## config.mk

```make
export PLATFORM = sky130hd
export DESIGN_NAME = date_format_text_expander
export DESIGN_NICKNAME = d
export VERILOG_FILES = /design/src/rtl/dfte_pkg.sv /design/src/rtl/date_format_text_expander.sv /design/src/rtl/dfte_unpack.sv /design/src/rtl/dfte_expand.sv
export SDC_FILE = /design/constraint.sdc
export NUM_CORES = 2
export LEC_CHECK = 0
export ABC_AREA = 0
export BUFFER_PORTS_ARGS = -buffer_cell sky130_fd_sc_hd__buf_4
export CAP_MARGIN = 20
export CORE_MARGIN = 4
export CORE_UTILIZATION = 45
export DETAILED_ROUTE_END_ITERATION = 7
export PLACE_DENSITY = 0.7
export SETUP_SLACK_MARGIN = 0.05
export SLEW_MARGIN = 20
export SYNTH_ARGS = -nofsm -noshare
export SYNTH_HDL_FRONTEND = slang
export SYNTH_SLANG_ARGS = --single-unit
export TNS_END_PERCENT = 30
```

## constraint.sdc

```tcl
create_clock -name aclk -period 19.7 [get_ports aclk]
set_input_delay 2.955 -clock aclk [delete_from_list [all_inputs] [get_ports aclk]]
set_output_delay 2.955 -clock aclk [all_outputs]
set_load 0.03 [all_outputs]
```

## src/rtl/dfte_pkg.sv

```systemverilog
// Shared types, character codes and division constants for the date format text expander.
package dfte_pkg;

    localparam int CODE_W = 27;
    localparam int CHAR_W = 8;
    localparam int MAX_CHARS = 9;

    // Reciprocals for exact division by 100 at the operand widths used.
    localparam logic [27:0] DIV100_MUL_CODE = 28'd171798692;
    localparam logic [21:0] DIV100_MUL_Q = 22'd2684355;
    localparam logic [14:0] DIV100_MUL_Y = 15'd20972;

    localparam logic [7:0] CH_UPPER_A = 8'd65;
    localparam logic [7:0] CH_LOWER_Z = 8'd122;
    localparam logic [7:0] CH_PERCENT = 8'h25;
    localparam logic [7:0] CH_ZERO = 8'h30;
    localparam logic [7:0] CH_YEAR_FULL = 8'h59;
    localparam logic [7:0] CH_YEAR_TWO = 8'h79;
    localparam logic [7:0] CH_MONTH_NAME = 8'h4D;
    localparam logic [7:0] CH_MONTH_TWO = 8'h6D;
    localparam logic [7:0] CH_DAY_ORD = 8'h44;
    localparam logic [7:0] CH_DAY_TWO = 8'h64;

    typedef struct packed {
        logic [7:0] ch;
        logic       last;
    } ctl_t;

    typedef struct packed {
        logic       y4;
        logic [3:0] y3;
        logic [3:0] y2;
        logic [3:0] y1;
        logic [3:0] y0;
        logic [6:0] month;
        logic [3:0] mon_t;
        logic [3:0] mon_o;
        logic [3:0] day_t;
        logic [3:0] day_o;
        ctl_t       ctl;
    } digits_t;

    typedef struct packed {
        logic [3:0]           cnt;
        logic [0:8][7:0]      chars;
        logic                 char_valid;
        logic                 err;
        logic                 eos;
    } expansion_t;

    typedef struct packed {
        logic [3:0]      len;
        logic [0:8][7:0] text;
    } month_text_t;

    function automatic month_text_t month_text(input logic [3:0] month);
        month_text_t mt;
        mt = '0;
        case (month)
            4'd1: mt = '{len: 4'd7, text: {"January", 16'h0}};
            4'd2: mt = '{len: 4'd8, text: {"February", 8'h0}};
            4'd3: mt = '{len: 4'd5, text: {"March", 32'h0}};
            4'd4: mt = '{len: 4'd5, text: {"April", 32'h0}};
            4'd5: mt = '{len: 4'd3, text: {"May", 48'h0}};
            4'd6: mt = '{len: 4'd4, text: {"June", 40'h0}};
            4'd7: mt = '{len: 4'd4, text: {"July", 40'h0}};
            4'd8: mt = '{len: 4'd6, text: {"August", 24'h0}};
            4'd9: mt = '{len: 4'd9, text: "September"};
            4'd10: mt = '{len: 4'd7, text: {"October", 16'h0}};
            4'd11: mt = '{len: 4'd8, text: {"November", 8'h0}};
            4'd12: mt = '{len: 4'd8, text: {"December", 8'h0}};
            default: mt = '0;
        endcase
        return mt;
    endfunction

endpackage

```

## src/rtl/date_format_text_expander.sv

```systemverilog
// Top level of the date format text expander: date unpacking pipeline and character buffer.
// An accepted input beat passes through the unpack pipeline registers and is then registered
// into the character buffer, which offers its first result beat. One input beat is taken per
// cycle while each format character expands to a single result beat and m_ready is high; a
// longer expansion holds the pipeline while the buffer drains it, one character per ready cycle.
// Reset is synchronous and active low; it clears valid flags, buffer count and pending error.
module date_format_text_expander (
    input  logic        aclk,
    input  logic        aresetn,
    input  logic        s_valid,
    output logic        s_ready,
    input  logic [26:0] s_date_code,
    input  logic [7:0]  s_format_char,
    input  logic        s_last,
    output logic        m_valid,
    input  logic        m_ready,
    output logic [7:0]  m_out_char,
    output logic        m_char_valid,
    output logic        m_end_of_string,
    output logic        m_format_error
);

    logic                item_valid;
    dfte_pkg::digits_t   item;
    logic                load_ok;
    logic                pipe_en;

    assign pipe_en = load_ok || !item_valid;
    assign s_ready = pipe_en;

    dfte_unpack u_unpack (
        .aclk      (aclk),
        .aresetn   (aresetn),
        .en        (pipe_en),
        .in_valid  (s_valid),
        .in_code   (s_date_code),
        .in_char   (s_format_char),
        .in_last   (s_last),
        .out_valid (item_valid),
        .out_item  (item)
    );

    dfte_expand u_expand (
        .aclk            (aclk),
        .aresetn         (aresetn),
        .item_valid      (item_valid),
        .item            (item),
        .load_ok         (load_ok),
        .m_valid         (m_valid),
        .m_ready         (m_ready),
        .m_out_char      (m_out_char),
        .m_char_valid    (m_char_valid),
        .m_end_of_string (m_end_of_string),
        .m_format_error  (m_format_error)
    );

endmodule

```

## src/rtl/dfte_unpack.sv

```systemverilog
// Pipeline that splits the packed date code into year, month and day decimal digits.
module dfte_unpack (
    input  logic                  aclk,
    input  logic                  aresetn,
    input  logic                  en,
    input  logic                  in_valid,
    input  logic [26:0]           in_code,
    input  logic [7:0]            in_char,
    input  logic                  in_last,
    output logic                  out_valid,
    output dfte_pkg::digits_t     out_item
);

    typedef struct packed {
        logic [3:0] tens;
        logic [3:0] ones;
    } pair_t;

    function automatic pair_t split10(input logic [6:0] v);
        logic [14:0] p;
        logic [6:0]  tx10;
        logic [6:0]  r;
        pair_t       res;
        p = {8'b0, v} * 15'd205;
        res.tens = p[14:11];
        tx10 = {3'b0, res.tens} * 7'd10;
        r = v - tx10;
        res.ones = r[3:0];
        return res;
    endfunction

    logic [5:0]          v_reg;
    dfte_pkg::ctl_t      ctl_reg [0:4];

    logic [26:0]         code0_reg;
    logic [20:0]         q1_reg;
    logic [6:0]          codelo1_reg;
    logic [13:0]         year2_reg;
    logic [6:0]          day2_reg;
    logic [6:0]          q1lo2_reg;
    logic [7:0]          yh3_reg;
    logic [6:0]          ylo3_reg;
    logic [6:0]          mon3_reg;
    logic [6:0]          day3_reg;
    logic                y4_4_reg;
    logic [6:0]          yhr4_reg;
    logic [6:0]          yl4_reg;
    logic [6:0]          mon4_reg;
    logic [6:0]          day4_reg;
    dfte_pkg::digits_t   item5_reg;

    logic [54:0]         prod1;
    logic [13:0]         q1lo_x100;
    logic [42:0]         prod2;
    logic [13:0]         yr_x100;
    logic [28:0]         prod3;
    logic [13:0]         yh_x100;
    logic                yh_hund;
    pair_t               yhr_p;
    pair_t               yl_p;
    pair_t               mon_p;
    pair_t               day_p;

    assign prod1 = {28'b0, code0_reg} * {27'b0, dfte_pkg::DIV100_MUL_CODE};
    assign q1lo_x100 = {7'b0, q1_reg[6:0]} * 14'd100;
    assign prod2 = {22'b0, q1_reg} * {21'b0, dfte_pkg::DIV100_MUL_Q};
    assign yr_x100 = {7'b0, year2_reg[6:0]} * 14'd100;
    assign prod3 = {15'b0, year2_reg} * {14'b0, dfte_pkg::DIV100_MUL_Y};
    assign yh_x100 = {7'b0, yh3_reg[6:0]} * 14'd100;
    assign yh_hund = (yh3_reg >= 8'd100);
    assign yhr_p = split10(yhr4_reg);
    assign yl_p = split10(yl4_reg);
    assign mon_p = split10(mon4_reg);
    assign day_p = split10(day4_reg);

    always_ff @(posedge aclk) begin
        if (!aresetn) begin
            v_reg <= '0;
        end else if (en) begin
            v_reg <= {v_reg[4:0], in_valid};
        end
    end

    always_ff @(posedge aclk) begin
        if (en) begin
            ctl_reg[0] <= '{ch: in_char, last: in_last};
            for (int i = 1; i < 5; i++) begin
                ctl_reg[i] <= ctl_reg[i - 1];
            end
            code0_reg <= in_code;

            q1_reg <= prod1[54:34];
            codelo1_reg <= code0_reg[6:0];

            year2_reg <= prod2[41:28];
            day2_reg <= codelo1_reg - q1lo_x100[6:0];
            q1lo2_reg <= q1_reg[6:0];

            yh3_reg <= prod3[28:21];
            ylo3_reg <= year2_reg[6:0];
            mon3_reg <= q1lo2_reg - yr_x100[6:0];
            day3_reg <= day2_reg;

            y4_4_reg <= yh_hund;
            yhr4_reg <= yh_hund ? 7'(yh3_reg - 8'd100) : yh3_reg[6:0];
            yl4_reg <= ylo3_reg - yh_x100[6:0];
            mon4_reg <= mon3_reg;
            day4_reg <= day3_reg;

            item5_reg.y4 <= y4_4_reg;
            item5_reg.y3 <= yhr_p.tens;
            item5_reg.y2 <= yhr_p.ones;
            item5_reg.y1 <= yl_p.tens;
            item5_reg.y0 <= yl_p.ones;
            item5_reg.month <= mon4_reg;
            item5_reg.mon_t <= mon_p.tens;
            item5_reg.mon_o <= mon_p.ones;
            item5_reg.day_t <= day_p.tens;
            item5_reg.day_o <= day_p.ones;
            item5_reg.ctl <= ctl_reg[4];
        end
    end

    assign out_valid = v_reg[5];
    assign out_item = item5_reg;

endmodule

```

## src/rtl/dfte_expand.sv

```systemverilog
// Expansion of one format character into a character buffer that drains one beat per cycle while m_ready is high.
module dfte_expand (
    input  logic                aclk,
    input  logic                aresetn,
    input  logic                item_valid,
    input  dfte_pkg::digits_t   item,
    output logic                load_ok,
    output logic                m_valid,
    input  logic                m_ready,
    output logic [7:0]          m_out_char,
    output logic                m_char_valid,
    output logic                m_end_of_string,
    output logic                m_format_error
);

    function automatic logic [7:0] to_ascii(input logic [3:0] d);
        return dfte_pkg::CH_ZERO + {4'b0, d};
    endfunction

    function automatic logic [0:1][7:0] ord_suffix(input logic [3:0] t, input logic [3:0] o);
        logic [0:1][7:0] s;
        s = "th";
        if (t != 4'd1) begin
            case (o)
                4'd1: s = "st";
                4'd2: s = "nd";
                4'd3: s = "rd";
                default: s = "th";
            endcase
        end
        return s;
    endfunction

    logic [0:8][7:0]          chars_reg;
    logic [3:0]               rem_reg;
    logic                     cv_reg;
    logic                     err_reg;
    logic                     eos_reg;
    logic                     err_seen_reg;
    logic                     err_seen_next;

    dfte_pkg::expansion_t     exp;
    dfte_pkg::month_text_t    mt;
    logic [0:4][3:0]          ydig;
    logic [0:4][3:0]          ysh;
    logic [2:0]               ylen;
    logic [2:0]               yskip;
    logic [0:1][7:0]          suf;
    logic                     load;

    assign mt = dfte_pkg::month_text(item.month[3:0]);
    assign ydig = {3'b0, item.y4, item.y3, item.y2, item.y1, item.y0};
    assign yskip = 3'd5 - ylen;
    assign ysh = ydig << {yskip, 2'b00};
    assign suf = ord_suffix(item.day_t, item.day_o);

    always_comb begin
        if (item.y4) begin
            ylen = 3'd5;
        end else if (item.y3 != 4'd0) begin
            ylen = 3'd4;
        end else if (item.y2 != 4'd0) begin
            ylen = 3'd3;
        end else if (item.y1 != 4'd0) begin
            ylen = 3'd2;
        end else begin
            ylen = 3'd1;
        end
    end

    always_comb begin
        exp = '0;
        exp.char_valid = 1'b1;
        err_seen_next = err_seen_reg;
        if (err_seen_reg) begin
            exp.char_valid = 1'b0;
            if (item.ctl.last) begin
                exp.cnt = 4'd1;
                exp.err = 1'b1;
                exp.eos = 1'b1;
                err_seen_next = 1'b0;
            end
        end else begin
            if (item.ctl.ch >= dfte_pkg::CH_UPPER_A && item.ctl.ch <= dfte_pkg::CH_LOWER_Z) begin
                unique case (item.ctl.ch)
                    dfte_pkg::CH_YEAR_FULL: begin
                        for (int i = 0; i < 5; i++) begin
                            if (3'(i) < ylen) begin
                                exp.chars[i] = to_ascii(ysh[i]);
                            end
                        end
                        exp.cnt = {1'b0, ylen};
                    end
                    dfte_pkg::CH_YEAR_TWO: begin
                        exp.chars[0] = to_ascii(item.y1);
                        exp.chars[1] = to_ascii(item.y0);
                        exp.cnt = 4'd2;
                    end
                    dfte_pkg::CH_MONTH_NAME: begin
                        if (item.month >= 7'd1 && item.month <= 7'd12) begin
                            exp.chars = mt.text;
                            exp.cnt = mt.len;
                        end else begin
                            exp.cnt = 4'd1;
                            exp.char_valid = 1'b0;
                            exp.err = 1'b1;
                            err_seen_next = !item.ctl.last;
                        end
                    end
                    dfte_pkg::CH_MONTH_TWO: begin
                        exp.chars[0] = to_ascii(item.mon_t);
                        exp.chars[1] = to_ascii(item.mon_o);
                        exp.cnt = 4'd2;
                    end
                    dfte_pkg::CH_DAY_ORD: begin
                        if (item.day_t != 4'd0) begin
                            exp.chars[0] = to_ascii(item.day_t);
                            exp.chars[1] = to_ascii(item.day_o);
                            exp.chars[2] = suf[0];
                            exp.chars[3] = suf[1];
                            exp.cnt = 4'd4;
                        end else begin
                            exp.chars[0] = to_ascii(item.day_o);
                            exp.chars[1] = suf[0];
                            exp.chars[2] = suf[1];
                            exp.cnt = 4'd3;
                        end
                    end
                    dfte_pkg::CH_DAY_TWO: begin
                        exp.chars[0] = to_ascii(item.day_t);
                        exp.chars[1] = to_ascii(item.day_o);
                        exp.cnt = 4'd2;
                    end
                    default: begin
                        exp.chars[0] = item.ctl.ch;
                        exp.cnt = 4'd1;
                    end
                endcase
            end else if (item.ctl.ch != dfte_pkg::CH_PERCENT) begin
                exp.chars[0] = item.ctl.ch;
                exp.cnt = 4'd1;
            end
            if (item.ctl.last) begin
                if (exp.cnt == 4'd0) begin
                    exp.cnt = 4'd1;
                    exp.char_valid = 1'b0;
                end
                exp.eos = 1'b1;
            end
        end
    end

    assign load_ok = (rem_reg == 4'd0) || (rem_reg == 4'd1 && m_ready);
    assign load = item_valid && load_ok;

    always_ff @(posedge aclk) begin
        if (!aresetn) begin
            rem_reg <= '0;
            err_seen_reg <= 1'b0;
        end else if (load) begin
            rem_reg <= exp.cnt;
            err_seen_reg <= err_seen_next;
        end else if (m_valid && m_ready) begin
            rem_reg <= rem_reg - 4'd1;
        end
    end

    always_ff @(posedge aclk) begin
        if (load) begin
            chars_reg <= exp.chars;
            cv_reg <= exp.char_valid;
            err_reg <= exp.err;
            eos_reg <= exp.eos;
        end else if (m_valid && m_ready) begin
            chars_reg <= chars_reg << 8;
        end
    end

    assign m_valid = (rem_reg != 4'd0);
    assign m_out_char = chars_reg[0];
    assign m_char_valid = cv_reg;
    assign m_format_error = err_reg;
    assign m_end_of_string = eos_reg && (rem_reg == 4'd1);

endmodule

```

==> summary.md <==
| Metric | Value |
|---|---|
| Run status | `finished clean` |
| Vias in the first global route | `25500` |
| Total clock buffers created by CTS | `just over 40` |
| Clock tree from TritonCTS | `done` |
| Most heavily used metal layer in global routing | `met2` |
| Setup violation total in the final timing report | `0` |
| Setup repair after global routing missed its margin | `false` |
| Placed Cells | `approximately 4600` |
| Register-to-register path setup slack | `between 10000 and 15000 ps` |
| Gpl congestion | `0.956` |
| Total Neg Setup Slack | `0 ps` |
| Final max-slew violation count | `0` |
| Drt via density | `5.08` |
| Horizontal die dimension | `around 300 microns` |
| Clock root buffer master | `sky130_fd_sc_hd__clkbuf_16` |
| Remaining max-slew budget at the tightest pin | `between 30% and 40%` |
| Global-route met3 utilization | `under 10%` |
| Layout cells sized above 1 | `~5.2%` |
| Initial Utilization | `between 40% and 50%` |
| Instance area at placement | `~0.041 sq mm` |
| Element type at the critical path start | `primary input` |
| FF-to-FF path depth | `21` |
| Data arrival time of the critical path | `4330 ps` |
| Floorplan die area | `~0.091 sq mm` |
| Hold Crit Endpoint | `u_unpack.ctl_reg[1][6]` |
| Mapped Area | `0.0388 sq mm` |
| Clk pin slew, worst setup/hold paths | `about 60 ps` |
| Kind of critical path | `primary input to primary output` |
| Reg-to-reg critical path endpoint | `u_unpack.q1_reg[15]` |
| Ratio of final minimum period to clock period | `37.0%` |
| Die extent in y | `roughly 300 microns` |
| Aggregate global-route resource usage | `18.5%` |
| Hold path startpoint | `u_unpack.ctl_reg[0][6]` |
| Violation count after the first detailed-route iteration | `1401` |
| Ports | `between 50 and 60` |
| Net count of the mapped netlist | `4785` |
| Global routing met1 resource utilization | `between 20% and 30%` |
| Number of nets in the layout | `roughly 4900` |
| Drt total wl | `about 80000 microns` |
| Critical path endpoint category | `primary output` |
| Global-route met2 utilization | `31.3%` |
| Area added between synthesis and finish | `8.37%` |
| Final hold violations | `0` |
| Largest net degree at the start of global routing | `65` |
| Postcts setup bufs | `0` |
| Number of flip-flops under the largest register name | `between 40 and 50` |
| CTS H-tree depth | `2` |
| Depth of the worst hold-timing path | `0` |
| CP Data Required Time | `approximately 17000 ps` |
| Ys flop type | `sky130_fd_sc_hd__edfxtp_1` |
| Number of warnings issued by yosys | `0` |
| Upper clock frequency limit | `roughly 140 MHz` |
| Core Box Area | `around 0.085 sq mm` |
| Avg WL per Cell | `between 15 and 20 microns` |
| Count of buffers from port buffering | `between 50 and 60` |
| Number of antenna violations at the first check in global routing | `0` |
| Critical path fanouts, max | `43` |
| Worst reg2reg path startpoint | `u_unpack.code0_reg[13]` |
| Sequential element share of the synthesized area | `between 20 and 30%` |
| Detail Route Antenna Nets | `0` |
| Clock insertion delay at the later pin of the skew report | `between 500 and 600 ps` |
| Crit path time final | `between 7000 and 8000 ps` |
| Total gr overflow | `0` |
| DRC errors left | `0` |
| Number of instances in the synthesized netlist | `3473` |
| Number of synthesized register bits | `approximately 350` |
| Vias | `between 20000 and 25000` |
| Total half-perimeter wirelength after legalization and detailed placement | `~68000 microns` |
| Wire length of the first global-routing pass | `133000 microns` |
| Clock sink count | `between 300 and 400` |
| EDFF count, synth | `a little under 300` |
| Hold Path Class | `flop to flop` |
| Clock buffer depth | `3` |
| Number of gates resized after CTS | `0` |
| Number of standard-cell rows in the floorplan | `about 110` |
| Max-cap violations | `0` |
| Antenna fix cells | `0` |
| Setup Skew | `approximately 35 ps` |
| FFs w/ async S/R, synth | `0%` |
| Avg Synthesized Cell Area | `about 11 sq um` |
| Final std cells w/o fill | `4716` |
| Number of filler cells placed in the layout | `7618` |
| Iteration count of the initial detailed-routing pass | `7` |
| Summed area of non-filler cells in the final layout | `~0.042 sq mm` |
| Synth cell types | `slightly above 80` |
| Hold-fix buffer count after cts | `0` |
| Worst-Margin Slew | `1040 ps` |
[routing by layer]
| metal | vias to the layer above | wire, microns |
|---|---|---|
| li1 | 11500 | - |
| met1 | 11800 | 35100 |
| met2 | 523 | 39000 |
| met3 | 130 | 4310 |
| met4 | 0 | 2060 |
| met5 | - | 0 |
[logic make-up after synthesis]
| kind of cell | synth area share [%] |
|---|---|
| adders and majority gates | 50.8 |
| buffers and inverters | 9.46 |
| AOI/OAI and AO/OA | 7.26 |
| and+or+nand+nor | 4.36 |
| DFF | 25.3 |
| xor gates and xnor gates | 2.19 |
| muxes | 0.613 |
[synthesized netlist by cell type, types with 14 or more instances]
library cell	count	share of area, %
sky130_fd_sc_hd__edfxtp_1	290	22
sky130_fd_sc_hd__nor2b_1	17	0.27
sky130_fd_sc_hd__dfxtp_1	55	2.8
sky130_fd_sc_hd__nand4_1	19	0.31
sky130_fd_sc_hd__mux2i_1	17	0.44
sky130_fd_sc_hd__nor3_1	18	0.23
sky130_fd_sc_hd__a22o_1	18	0.41
sky130_fd_sc_hd__inv_1	928	9.0
sky130_fd_sc_hd__a21o_1	44	0.85
sky130_fd_sc_hd__or2_2	14	0.23
sky130_fd_sc_hd__clkbuf_1	20	0.19
sky130_fd_sc_hd__a21oi_1	116	1.5
sky130_fd_sc_hd__o21ai_0	88	1.1
sky130_fd_sc_hd__xnor2_1	65	1.5
sky130_fd_sc_hd__nand3_1	21	0.27
sky130_fd_sc_hd__nand2_1	118	1.1
sky130_fd_sc_hd__fa_1	506	26
sky130_fd_sc_hd__xor2_1	32	0.72
sky130_fd_sc_hd__ha_1	766	25
sky130_fd_sc_hd__nor2_1	79	0.76
[worst max-delay path, cell delays in order]
cell and delay (ps):
sky130_fd_sc_hd__buf_4 90, sky130_fd_sc_hd__a21oi_1 60, sky130_fd_sc_hd__nor3_1 250, sky130_fd_sc_hd__nand2b_4 640, sky130_fd_sc_hd__buf_4 330
[metrics by stage]
stage / worst slack, ps / utilization (%) / hold slack, ps
finish: 12420 / 49.3 / 415
global route: 12290 / 49.3 / 417
CTS: 12400 / 49.3 / 414
detailed placement: 12410 / 47.5 / 405
global placement: 12390 / 47.5 / 401
floorplan: 10290 / - / 400
[worst max path at each step]
stage | startpoint | to | slack (ps) | depth (start not counted)
final | m_ready | s_ready | 12420 | 5
after CTS | m_ready | s_ready | 12400 | 5
after global routing | m_ready | s_ready | 12290 | 5
after floorplan | m_ready | s_ready | 10290 | 5
after detailed placement | m_ready | s_ready | 12410 | 5
after global placement | m_ready | s_ready | 12390 | 5
[layout make-up]
| cell class | count | area [sq um] | area share, % |
|---|---|---|---|
| Sequential cell | 345 | 9810 | 23.3 |
| Tap cell | 1144 | 1430 | 3.41 |
| Clock buffer | 55 | 1200 | 2.85 |
| Timing Repair Buffer | 62 | 465 | 1.11 |
| Multi-Input combinational cell | 2161 | 25300 | 60.2 |
| Inverter | 928 | 3480 | 8.29 |
| Clock inverter | 21 | 330 | 0.786 |
[placed cells by master, fill, tap and decap left out, types with 44 or more instances in the layout]
cell,n
sky130_fd_sc_hd__clkbuf_16,44
sky130_fd_sc_hd__ha_1,766
sky130_fd_sc_hd__o21ai_0,88
sky130_fd_sc_hd__buf_4,62
sky130_fd_sc_hd__xnor2_1,65
sky130_fd_sc_hd__inv_1,928
sky130_fd_sc_hd__nor2_1,79
sky130_fd_sc_hd__fa_1,506
sky130_fd_sc_hd__a21oi_1,116
sky130_fd_sc_hd__nand2_1,117
sky130_fd_sc_hd__a21o_1,44
sky130_fd_sc_hd__dfxtp_1,55
sky130_fd_sc_hd__edfxtp_1,290
Power is left out: the tool's default activity adds up to more than one toggle a clock period on the data nets, which glitch-free logic cannot reach.
